### src/sv/tlpt_pkg.sv
package tlpt_pkg;

   localparam int L1_ENTRIES      = 4096;
   localparam int L2_ENTRIES      = 256;
   localparam int POOL_TABLES_DEF = 64;
   localparam int CTR_W           = 12;
   localparam int CNT_W           = 9;
   localparam int REQ_W           = 104;
   localparam int RSP_W           = 56;

   localparam logic [1:0] OP_MAP   = 2'd0;
   localparam logic [1:0] OP_UNMAP = 2'd1;
   localparam logic [1:0] OP_XLATE = 2'd2;

   localparam logic [2:0] STS_OK       = 3'd0;
   localparam logic [2:0] STS_IN_USE   = 3'd1;
   localparam logic [2:0] STS_NO_TABLE = 3'd2;
   localparam logic [2:0] STS_FAULT    = 3'd3;
   localparam logic [2:0] STS_BAD_SIZE = 3'd4;

   localparam logic [31:0] SIZE_SECTION = 32'h0010_0000;
   localparam logic [31:0] SIZE_LARGE   = 32'h0001_0000;
   localparam logic [31:0] SIZE_SMALL   = 32'h0000_1000;

   localparam logic [1:0] L1_TAG_POINTER = 2'd1;
   localparam logic [1:0] L1_TAG_SECTION = 2'd2;
   localparam logic [1:0] L2_TAG_FAULT   = 2'd0;
   localparam logic [1:0] L2_TAG_LARGE   = 2'd1;
   localparam logic [1:0] L2_TAG_SMALL   = 2'd2;

   localparam logic [1:0] KIND_FAULT   = 2'd0;
   localparam logic [1:0] KIND_TABLE   = 2'd1;
   localparam logic [1:0] KIND_SECTION = 2'd2;

   typedef enum logic [3:0] {
      S_INIT, S_IDLE, S_RD1, S_DEC1, S_SCAN, S_CLR, S_RD2, S_DEC2,
      S_LCK_RD, S_LCK_CHK, S_LWR, S_RESP
   } state_type;

   typedef enum logic {L1A_REQ, L1A_CTR} l1a_type;
   typedef enum logic [1:0] {L1W_ZERO, L1W_SECTION, L1W_POINTER} l1w_type;
   typedef enum logic [1:0] {L2A_REQ, L2A_GROUP, L2A_CLEAR} l2a_type;
   typedef enum logic [1:0] {L2W_ZERO, L2W_SMALL, L2W_LARGE} l2w_type;
   typedef enum logic [2:0] {CW_FULL, CW_DEC1, CW_DEC16, CW_INC1, CW_INC16} cntw_type;
   typedef enum logic [3:0] {
      R_OK, R_IN_USE, R_NO_TABLE, R_FAULT, R_BAD_SIZE, R_XLATE_SEC, R_XLATE_PAGE,
      R_UNMAP_SEC, R_UNMAP_CLIP, R_UNMAP_SMALL, R_UNMAP_LARGE
   } res_type;

   typedef struct packed {
      logic     load_req;
      l1a_type  l1_asel;
      logic     l1_we;
      l1w_type  l1_wsel;
      l2a_type  l2_asel;
      logic     l2_we;
      l2w_type  l2_wsel;
      logic     cnt_we;
      cntw_type cnt_wsel;
      logic     cap_l1;
      logic     alloc;
      logic     pool_set;
      logic     pool_clr;
      logic     ctr_clr;
      logic     ctr_inc;
      logic     res_we;
      res_type  res_sel;
      logic     rsp_load;
   } cmd_type;

   typedef struct packed {
      logic [1:0] op;
      logic       size_small;
      logic       size_large;
      logic       size_section;
      logic [1:0] l1_kind;
      logic       cnt_full;
      logic [1:0] l2_tag;
      logic       ctr_init_last;
      logic       ctr_pool_last;
      logic       ctr_clear_last;
      logic       ctr_group_last;
      logic       pool_free;
      logic       out_free;
   } sts_type;

   function automatic logic [1:0] l1_kind(input logic [31:0] e);
      if (e[1:0] == L1_TAG_SECTION) begin
         return KIND_SECTION;
      end else if (e[1:0] == L1_TAG_POINTER) begin
         return KIND_TABLE;
      end
      return KIND_FAULT;
   endfunction

endpackage

### src/sv/tlpt_ctrl.sv
module tlpt_ctrl (
   input  logic              clock,
   input  logic              reset,
   input  logic              req_tvalid,
   output logic              req_tready,
   input  tlpt_pkg::sts_type sts,
   output tlpt_pkg::cmd_type cmd
);
   import tlpt_pkg::*;

   state_type state_ff, state_in;

   always_ff @(posedge clock) begin
      if (reset) begin
         state_ff <= S_INIT;
      end else begin
         state_ff <= state_in;
      end
   end

   always_comb begin
      state_in   = state_ff;
      cmd        = '0;
      req_tready = 1'b0;
      unique case (state_ff)
         S_INIT: begin
            cmd.l1_asel = L1A_CTR;
            cmd.l1_we   = 1'b1;
            cmd.l1_wsel = L1W_ZERO;
            cmd.ctr_inc = 1'b1;
            if (sts.ctr_init_last) begin
               cmd.ctr_clr = 1'b1;
               state_in    = S_IDLE;
            end
         end
         S_IDLE: begin
            req_tready = 1'b1;
            if (req_tvalid) begin
               cmd.load_req = 1'b1;
               state_in     = S_RD1;
            end
         end
         S_RD1: state_in = S_DEC1;
         S_DEC1: begin
            cmd.cap_l1 = 1'b1;
            state_in   = S_RESP;
            cmd.res_we = 1'b1;
            case (sts.op)
               OP_MAP: begin
                  if (!(sts.size_small || sts.size_large || sts.size_section)) begin
                     cmd.res_sel = R_BAD_SIZE;
                  end else if (sts.size_section) begin
                     if (sts.l1_kind == KIND_SECTION ||
                         (sts.l1_kind == KIND_TABLE && !sts.cnt_full)) begin
                        cmd.res_sel = R_IN_USE;
                     end else begin
                        cmd.pool_clr = (sts.l1_kind == KIND_TABLE);
                        cmd.l1_we    = 1'b1;
                        cmd.l1_wsel  = L1W_SECTION;
                        cmd.res_sel  = R_OK;
                     end
                  end else if (sts.l1_kind == KIND_SECTION) begin
                     cmd.res_sel = R_IN_USE;
                  end else if (sts.l1_kind == KIND_FAULT) begin
                     cmd.res_we  = 1'b0;
                     cmd.ctr_clr = 1'b1;
                     state_in    = S_SCAN;
                  end else if (sts.size_small) begin
                     cmd.res_we = 1'b0;
                     state_in   = S_RD2;
                  end else begin
                     cmd.res_we  = 1'b0;
                     cmd.ctr_clr = 1'b1;
                     state_in    = S_LCK_RD;
                  end
               end
               OP_UNMAP: begin
                  if (sts.l1_kind == KIND_SECTION) begin
                     cmd.l1_we   = 1'b1;
                     cmd.l1_wsel = L1W_ZERO;
                     cmd.res_sel = R_UNMAP_SEC;
                  end else if (sts.l1_kind == KIND_FAULT) begin
                     cmd.res_sel = R_UNMAP_CLIP;
                  end else begin
                     cmd.res_we = 1'b0;
                     state_in   = S_RD2;
                  end
               end
               OP_XLATE: begin
                  if (sts.l1_kind == KIND_SECTION) begin
                     cmd.res_sel = R_XLATE_SEC;
                  end else if (sts.l1_kind == KIND_FAULT) begin
                     cmd.res_sel = R_FAULT;
                  end else begin
                     cmd.res_we = 1'b0;
                     state_in   = S_RD2;
                  end
               end
               default: cmd.res_sel = R_BAD_SIZE;
            endcase
         end
         S_SCAN: begin
            if (sts.pool_free) begin
               cmd.pool_set = 1'b1;
               cmd.alloc    = 1'b1;
               cmd.l1_we    = 1'b1;
               cmd.l1_wsel  = L1W_POINTER;
               cmd.cnt_we   = 1'b1;
               cmd.cnt_wsel = CW_FULL;
               cmd.ctr_clr  = 1'b1;
               state_in     = S_CLR;
            end else if (sts.ctr_pool_last) begin
               cmd.res_we  = 1'b1;
               cmd.res_sel = R_NO_TABLE;
               state_in    = S_RESP;
            end else begin
               cmd.ctr_inc = 1'b1;
            end
         end
         S_CLR: begin
            cmd.l2_asel = L2A_CLEAR;
            cmd.l2_we   = 1'b1;
            cmd.l2_wsel = L2W_ZERO;
            cmd.ctr_inc = 1'b1;
            if (sts.ctr_clear_last) begin
               cmd.ctr_clr = 1'b1;
               state_in    = sts.size_small ? S_RD2 : S_LCK_RD;
            end
         end
         S_RD2: state_in = S_DEC2;
         S_DEC2: begin
            state_in   = S_RESP;
            cmd.res_we = 1'b1;
            case (sts.op)
               OP_MAP: begin
                  if (sts.l2_tag != L2_TAG_FAULT) begin
                     cmd.res_sel = R_IN_USE;
                  end else begin
                     cmd.l2_we    = 1'b1;
                     cmd.l2_wsel  = L2W_SMALL;
                     cmd.cnt_we   = 1'b1;
                     cmd.cnt_wsel = CW_DEC1;
                     cmd.res_sel  = R_OK;
                  end
               end
               OP_UNMAP: begin
                  if (sts.l2_tag == L2_TAG_FAULT) begin
                     cmd.res_sel = R_UNMAP_SMALL;
                  end else if (sts.l2_tag[1]) begin
                     cmd.l2_we    = 1'b1;
                     cmd.l2_wsel  = L2W_ZERO;
                     cmd.cnt_we   = 1'b1;
                     cmd.cnt_wsel = CW_INC1;
                     cmd.res_sel  = R_UNMAP_SMALL;
                  end else begin
                     cmd.res_we  = 1'b0;
                     cmd.ctr_clr = 1'b1;
                     state_in    = S_LWR;
                  end
               end
               default: begin
                  cmd.res_sel = (sts.l2_tag == L2_TAG_FAULT) ? R_FAULT : R_XLATE_PAGE;
               end
            endcase
         end
         S_LCK_RD: begin
            cmd.l2_asel = L2A_GROUP;
            state_in    = S_LCK_CHK;
         end
         S_LCK_CHK: begin
            if (sts.l2_tag != L2_TAG_FAULT) begin
               cmd.res_we  = 1'b1;
               cmd.res_sel = R_IN_USE;
               state_in    = S_RESP;
            end else if (sts.ctr_group_last) begin
               cmd.ctr_clr = 1'b1;
               state_in    = S_LWR;
            end else begin
               cmd.ctr_inc = 1'b1;
               state_in    = S_LCK_RD;
            end
         end
         S_LWR: begin
            cmd.l2_asel = L2A_GROUP;
            cmd.l2_we   = 1'b1;
            cmd.l2_wsel = (sts.op == OP_MAP) ? L2W_LARGE : L2W_ZERO;
            cmd.ctr_inc = 1'b1;
            if (sts.ctr_group_last) begin
               cmd.ctr_clr  = 1'b1;
               cmd.cnt_we   = 1'b1;
               cmd.cnt_wsel = (sts.op == OP_MAP) ? CW_DEC16 : CW_INC16;
               cmd.res_we   = 1'b1;
               cmd.res_sel  = (sts.op == OP_MAP) ? R_OK : R_UNMAP_LARGE;
               state_in     = S_RESP;
            end
         end
         S_RESP: begin
            if (sts.out_free) begin
               cmd.rsp_load = 1'b1;
               state_in     = S_IDLE;
            end
         end
         default: state_in = S_IDLE;
      endcase
   end
endmodule

### config.mk
export PLATFORM = sky130hd
export DESIGN_NAME = tlpt_ctrl
export DESIGN_NICKNAME = d
export VERILOG_FILES = /design/src/sv/tlpt_pkg.sv /design/src/sv/tlpt_ctrl.sv
export SDC_FILE = /design/constraint.sdc
export NUM_CORES = 1
export LEC_CHECK = 0
export ABC_AREA = 1
export BUFFER_PORTS_ARGS = -buffer_cell sky130_fd_sc_hd__buf_2
export CORE_MARGIN = 3
export CORE_UTILIZATION = 43
export CTS_CLUSTER_SIZE = 12
export DETAILED_ROUTE_END_ITERATION = 10
export PLACE_DENSITY_LB_ADDON = 0.08
export SLEW_MARGIN = 25
export SYNTH_ARGS = -nofsm -noshare
export SYNTH_HDL_FRONTEND = slang
export SYNTH_SLANG_ARGS = --single-unit
### constraint.sdc
create_clock -name clock -period 1.21 [get_ports clock]
set_clock_uncertainty 0.15 [all_clocks]
set_input_delay 0.121 -clock clock [delete_from_list [all_inputs] [get_ports clock]]
set_output_delay 0.121 -clock clock [all_outputs]
set_load 0.02 [all_outputs]
==> results.cfg, run 1 <==
[synth]
synth_compound_gate_area_share = 0.131
synth_top_area_cell = sky130_fd_sc_hd__nand2_1
syn-cell-area_sq_mm = 0.00103
async_sr_flop_fraction = 0
yosysTopAreaCellShare = 0.197
synthesis.nets = 218
synth_sequential_area_ratio = 0.0777
syn_inst = 195
post_synth_xor_area_fraction = 0
synthAdderAreaFrac = 0.0485
top_cell_types_by_occurrence_after_synthesis = 54 x sky130_fd_sc_hd__nand2_1, 31 x sky130_fd_sc_hd__nor2_1, 30 x sky130_fd_sc_hd__inv_1
synthMostInstantiatedCell = sky130_fd_sc_hd__nand2_1
post_synth_num_cell_types = 29
dominantRegCellSynth = sky130_fd_sc_hd__dfxtp_1
yosys_reg_bits = 4
synth_area_leaders = sky130_fd_sc_hd__nand2_1 20%, sky130_fd_sc_hd__nor2_1 11%, sky130_fd_sc_hd__inv_1 11%
yosysWarnings = 0
yosys.area_share.simple = 0.604
post_synth_mux_area_share = 0
main_combinational_cell_family_by_area_after_synthesis = simple AND/OR/NAND/NOR gates
synth_edf_count = 0
synth.avg_cell_area_sq_um = 5.29

[cts]
cts_sinks = 4
cts_setup_buffers = 15
cts-root-to-sink-buffers = 2
cts_htree_levels = 1
cts_buf_count = 3
cts_hold_repair.buffers = 1
cts_resized = 103
cts_root_buf = sky130_fd_sc_hd__clkbuf_4

[placement]
globalplace.congestion = 0.967
hpwl_mm = 3.46
placedCellCount = 315
placed_area_sq_mm = 0.00187
numPortBuffers = 45

[floorplanning]
die_height_um = 55.0
initial_core_util = 0.462
placement_rows = 17
die_w_um = 55.0
ios = 46

[status]
first_error_in_the_log = [ERROR DPL-0038] Utilization greater than 100%, impossible to legalize
status = aborted with a tool error
outcome.stop_stage = 4_1_cts
-- cell families after synthesis --
kind of cell	Yosys count
compound gates	21
simple gates	129
flops	4
fa+ha+maj	4
buf+inv	37
-- per-stage QoR --
step	worst slack [ns]	hold slack, ns
after floorplan	-0.202	0.0304
after global placement	-0.317	0.163
after detailed placement	-0.402	0.171
==> run 2: changes to the inputs <==
- CORE_AREA: unset -> 3 3 64 66
- CORE_MARGIN: 3 -> unset
- CORE_UTILIZATION: 43 -> unset
- CTS_CLUSTER_SIZE: 12 -> unset
- DIE_AREA: unset -> 0 0 67 69
- PLACE_DENSITY_LB_ADDON: 0.08 -> 0.15
- clock period: 1.21 -> 1.57 ns (I/O delays scaled with it)
==> results.cfg, run 2 <==
[setup_path]
endpoint_kind = output port
critical_path.max_fanout = 4
critPathRequiredTime_ns = 1.26
critPathSlowestCell = sky130_fd_sc_hd__dfxtp_4
cp-start-kind = register
r2r_cells = 10
cp.arrival_ns = 1.44
cpPeakStageDelay_ns = 0.38
timing.critical_path.mode_cell = sky130_fd_sc_hd__buf_6
cp_cell_sequence = buf_6 -> nor2_4 -> buf_6 -> nand2_4 -> o22ai_2 -> nor3_1 -> nand3_1 -> buf_6
path_class = reg2out

[timing]
final.period_utilization = 1.11
rsz0062_at_grt = yes
report.final.setup_viol = 20
fmax_mhz = 571
timing.final.hold_violations = 0
final_max_slew_viol_count = 0
setup_slack_ns = -0.180
tightestPinTransition_ns = 0.311
timing.max_slew.rel_slack = 0.791
final.hold.worst_slack_ns = 0.253
timing.final.crit_period_ns = 1.75

[synth]
synth_sequential_area_ratio = 0.0777
yosysWarnings = 0
synth_edf_count = 0
yosysTopAreaCellShare = 0.197
synth_area_leaders = sky130_fd_sc_hd__nand2_1 20%, sky130_fd_sc_hd__nor2_1 11%, sky130_fd_sc_hd__inv_1 11%
dominantRegCellSynth = sky130_fd_sc_hd__dfxtp_1
synth.avg_cell_area_sq_um = 5.29
yosys_reg_bits = 4
top_cell_types_by_occurrence_after_synthesis = 54 x sky130_fd_sc_hd__nand2_1, 31 x sky130_fd_sc_hd__nor2_1, 30 x sky130_fd_sc_hd__inv_1
syn_inst = 195
synth_top_area_cell = sky130_fd_sc_hd__nand2_1
post_synth_num_cell_types = 29
async_sr_flop_fraction = 0
synthesis.nets = 218
syn-cell-area_sq_mm = 0.00103
synthMostInstantiatedCell = sky130_fd_sc_hd__nand2_1

[global_routing]
gr-total-overflow = 0
number_of_global_route_vias_before_repair = 1520
largest_net_degree_at_the_start_of_global_routing = 8
grt_antenna_before_repair = 0
global_route_wire_length_before_repair_mm = 6.49
track_usage = 0.174

[placement]
placed_area_sq_mm = 0.00159
globalplace.congestion = 0.870
hpwl_mm = 3.18
numPortBuffers = 45

[detailed_routing]
drt-vias-per-instance = 4.73
first_iter_violations = 89
wirelength_mm = 4.39
number_of_vias_after_detailed_routing = 1624
antenna_left = 0
drtPass1Iterations = 4
routed_wire_length_per_instance_um = 12.8
drc_errors = 0

[cells_and_area]
areaGrowthSynthToFinish_pct = 111
largest_reg_flops = 4
biggestRegsByFlops = state_ff x4
n_fill_cell = 333
final_core_density = 0.599
mostFrequentLayoutCells = 55 x sky130_fd_sc_hd__buf_4, 44 x sky130_fd_sc_hd__nand2_1, 23 x sky130_fd_sc_hd__buf_2
final_area_sq_mm = 0.00218
most_common_cell_after_layout_fill_and_taps_aside = sky130_fd_sc_hd__buf_4
largest_register = state_ff
diodes = 0
finish.net_count = 320
drive_above_1_share = 0.617

[status]
status = finished, violations left
failed_checks = negative setup slack

[floorplanning]
die_height_um = 69
initial_core_util = 0.284
ios = 46
placement_rows = 22
fp.coreArea_sq_mm = 0.00363
floorplan.die_area_sq_mm = 0.00462
die_w_um = 67

[power_and_ir_drop]
pwr_density_cell_mw_per_mm2 = 523
static-leakage-power_uw = 0.00118
power.ir.vdd_worst_mv = 0.229

[cts]
cts_htree_levels = 1
cts-root-to-sink-buffers = 2
cts_root_buf = sky130_fd_sc_hd__clkbuf_8
clkLatencyLatePin_ns = 0.22
clock_tree_from_tritoncts = built
clk_transition_reported_paths_ns = 0.03
cts_buf_count = 3
cts_sinks = 4

[min_path]
hold_depth = 6
worst_hold_path_type = in2reg

[run]
drv.max_cap_violation_count = 0
run 2: cell counts after synthesis:
Identical to the previous run, type by type.
run 2: cell families after synthesis:
logic type / share of synthesized area
AO/OA/AOI/OAI: 0.131
AND/OR/NAND/NOR: 0.604
flip-flops: 0.0777
buffers and inverters: 0.138
adder cells (fa/ha/maj): 0.0485
run 2: worst max-delay path: cells and delay by family (launching register included):
| kind | cells | cell delay (ns) |
|---|---|---|
| buffers and inverters | 3 | 0.38 |
| DFF | 1 | 0.38 |
| AOI/OAI and AO/OA | 1 | 0.05 |
| and+or+nand+nor | 4 | 0.41 |
run 2: timing repair:
item                                   CTS  global route
buffers inserted                         9             7
hold buffers                             1             0
pin swaps                               11            22
gates resized for setup                 67            58
gates cloned                             1             0
endpoints found under the hold margin    3             0
setup endpoints to repair               20            25
run 2: metal layers:
layer,GRT usage,vias up,part of all wire
met3,0.00814,13,0.044
met4,0.0270,0,0.025
met1,0.218,733,0.41
li1,-,825,-
met2,0.321,53,0.52
met5,0,-,0
run 2: final timing paths:
check | endpoint | from | slack, ns
max reg2reg | state_ff[2] | state_ff[3] | -0.02
max | cmd[7] | state_ff[3] | -0.18
min reg2reg | state_ff[0] | state_ff[0] | 0.54
min | state_ff[3] | sts[13] | 0.25
run 2: final cells by class:
cell class | count | area, sq um | share of cell area
Multi-Input combinational cell | 155 | 1080 | 0.495
Timing Repair Buffer | 98 | 752 | 0.345
Inverter | 35 | 151 | 0.0695
Sequential cell | 4 | 95.1 | 0.0437
Tap cell | 48 | 60.1 | 0.0276
Clock buffer | 3 | 41.3 | 0.0190
run 2: metrics by stage:
stage | setup WS, ns | total power [uW] | setup TNS [ns] | cells
floorplan | -0.00992 | 476 | -0.00992 | 195
global placement | -0.113 | 716 | -0.384 | 322
detailed placement | -0.0779 | 712 | -0.250 | 322
CTS | -0.163 | 1020 | -1.61 | 336
global route | -0.227 | 1210 | -3.27 | 343
finish | -0.180 | 1140 | -1.87 | 343
run 2: report_power, final:
part	switching, uW	internal [uW]
sequential	27.1	119
combinational	434	337
clock	58.0	164
total	519	620
Note: power is estimated with default switching activity, not from simulation.
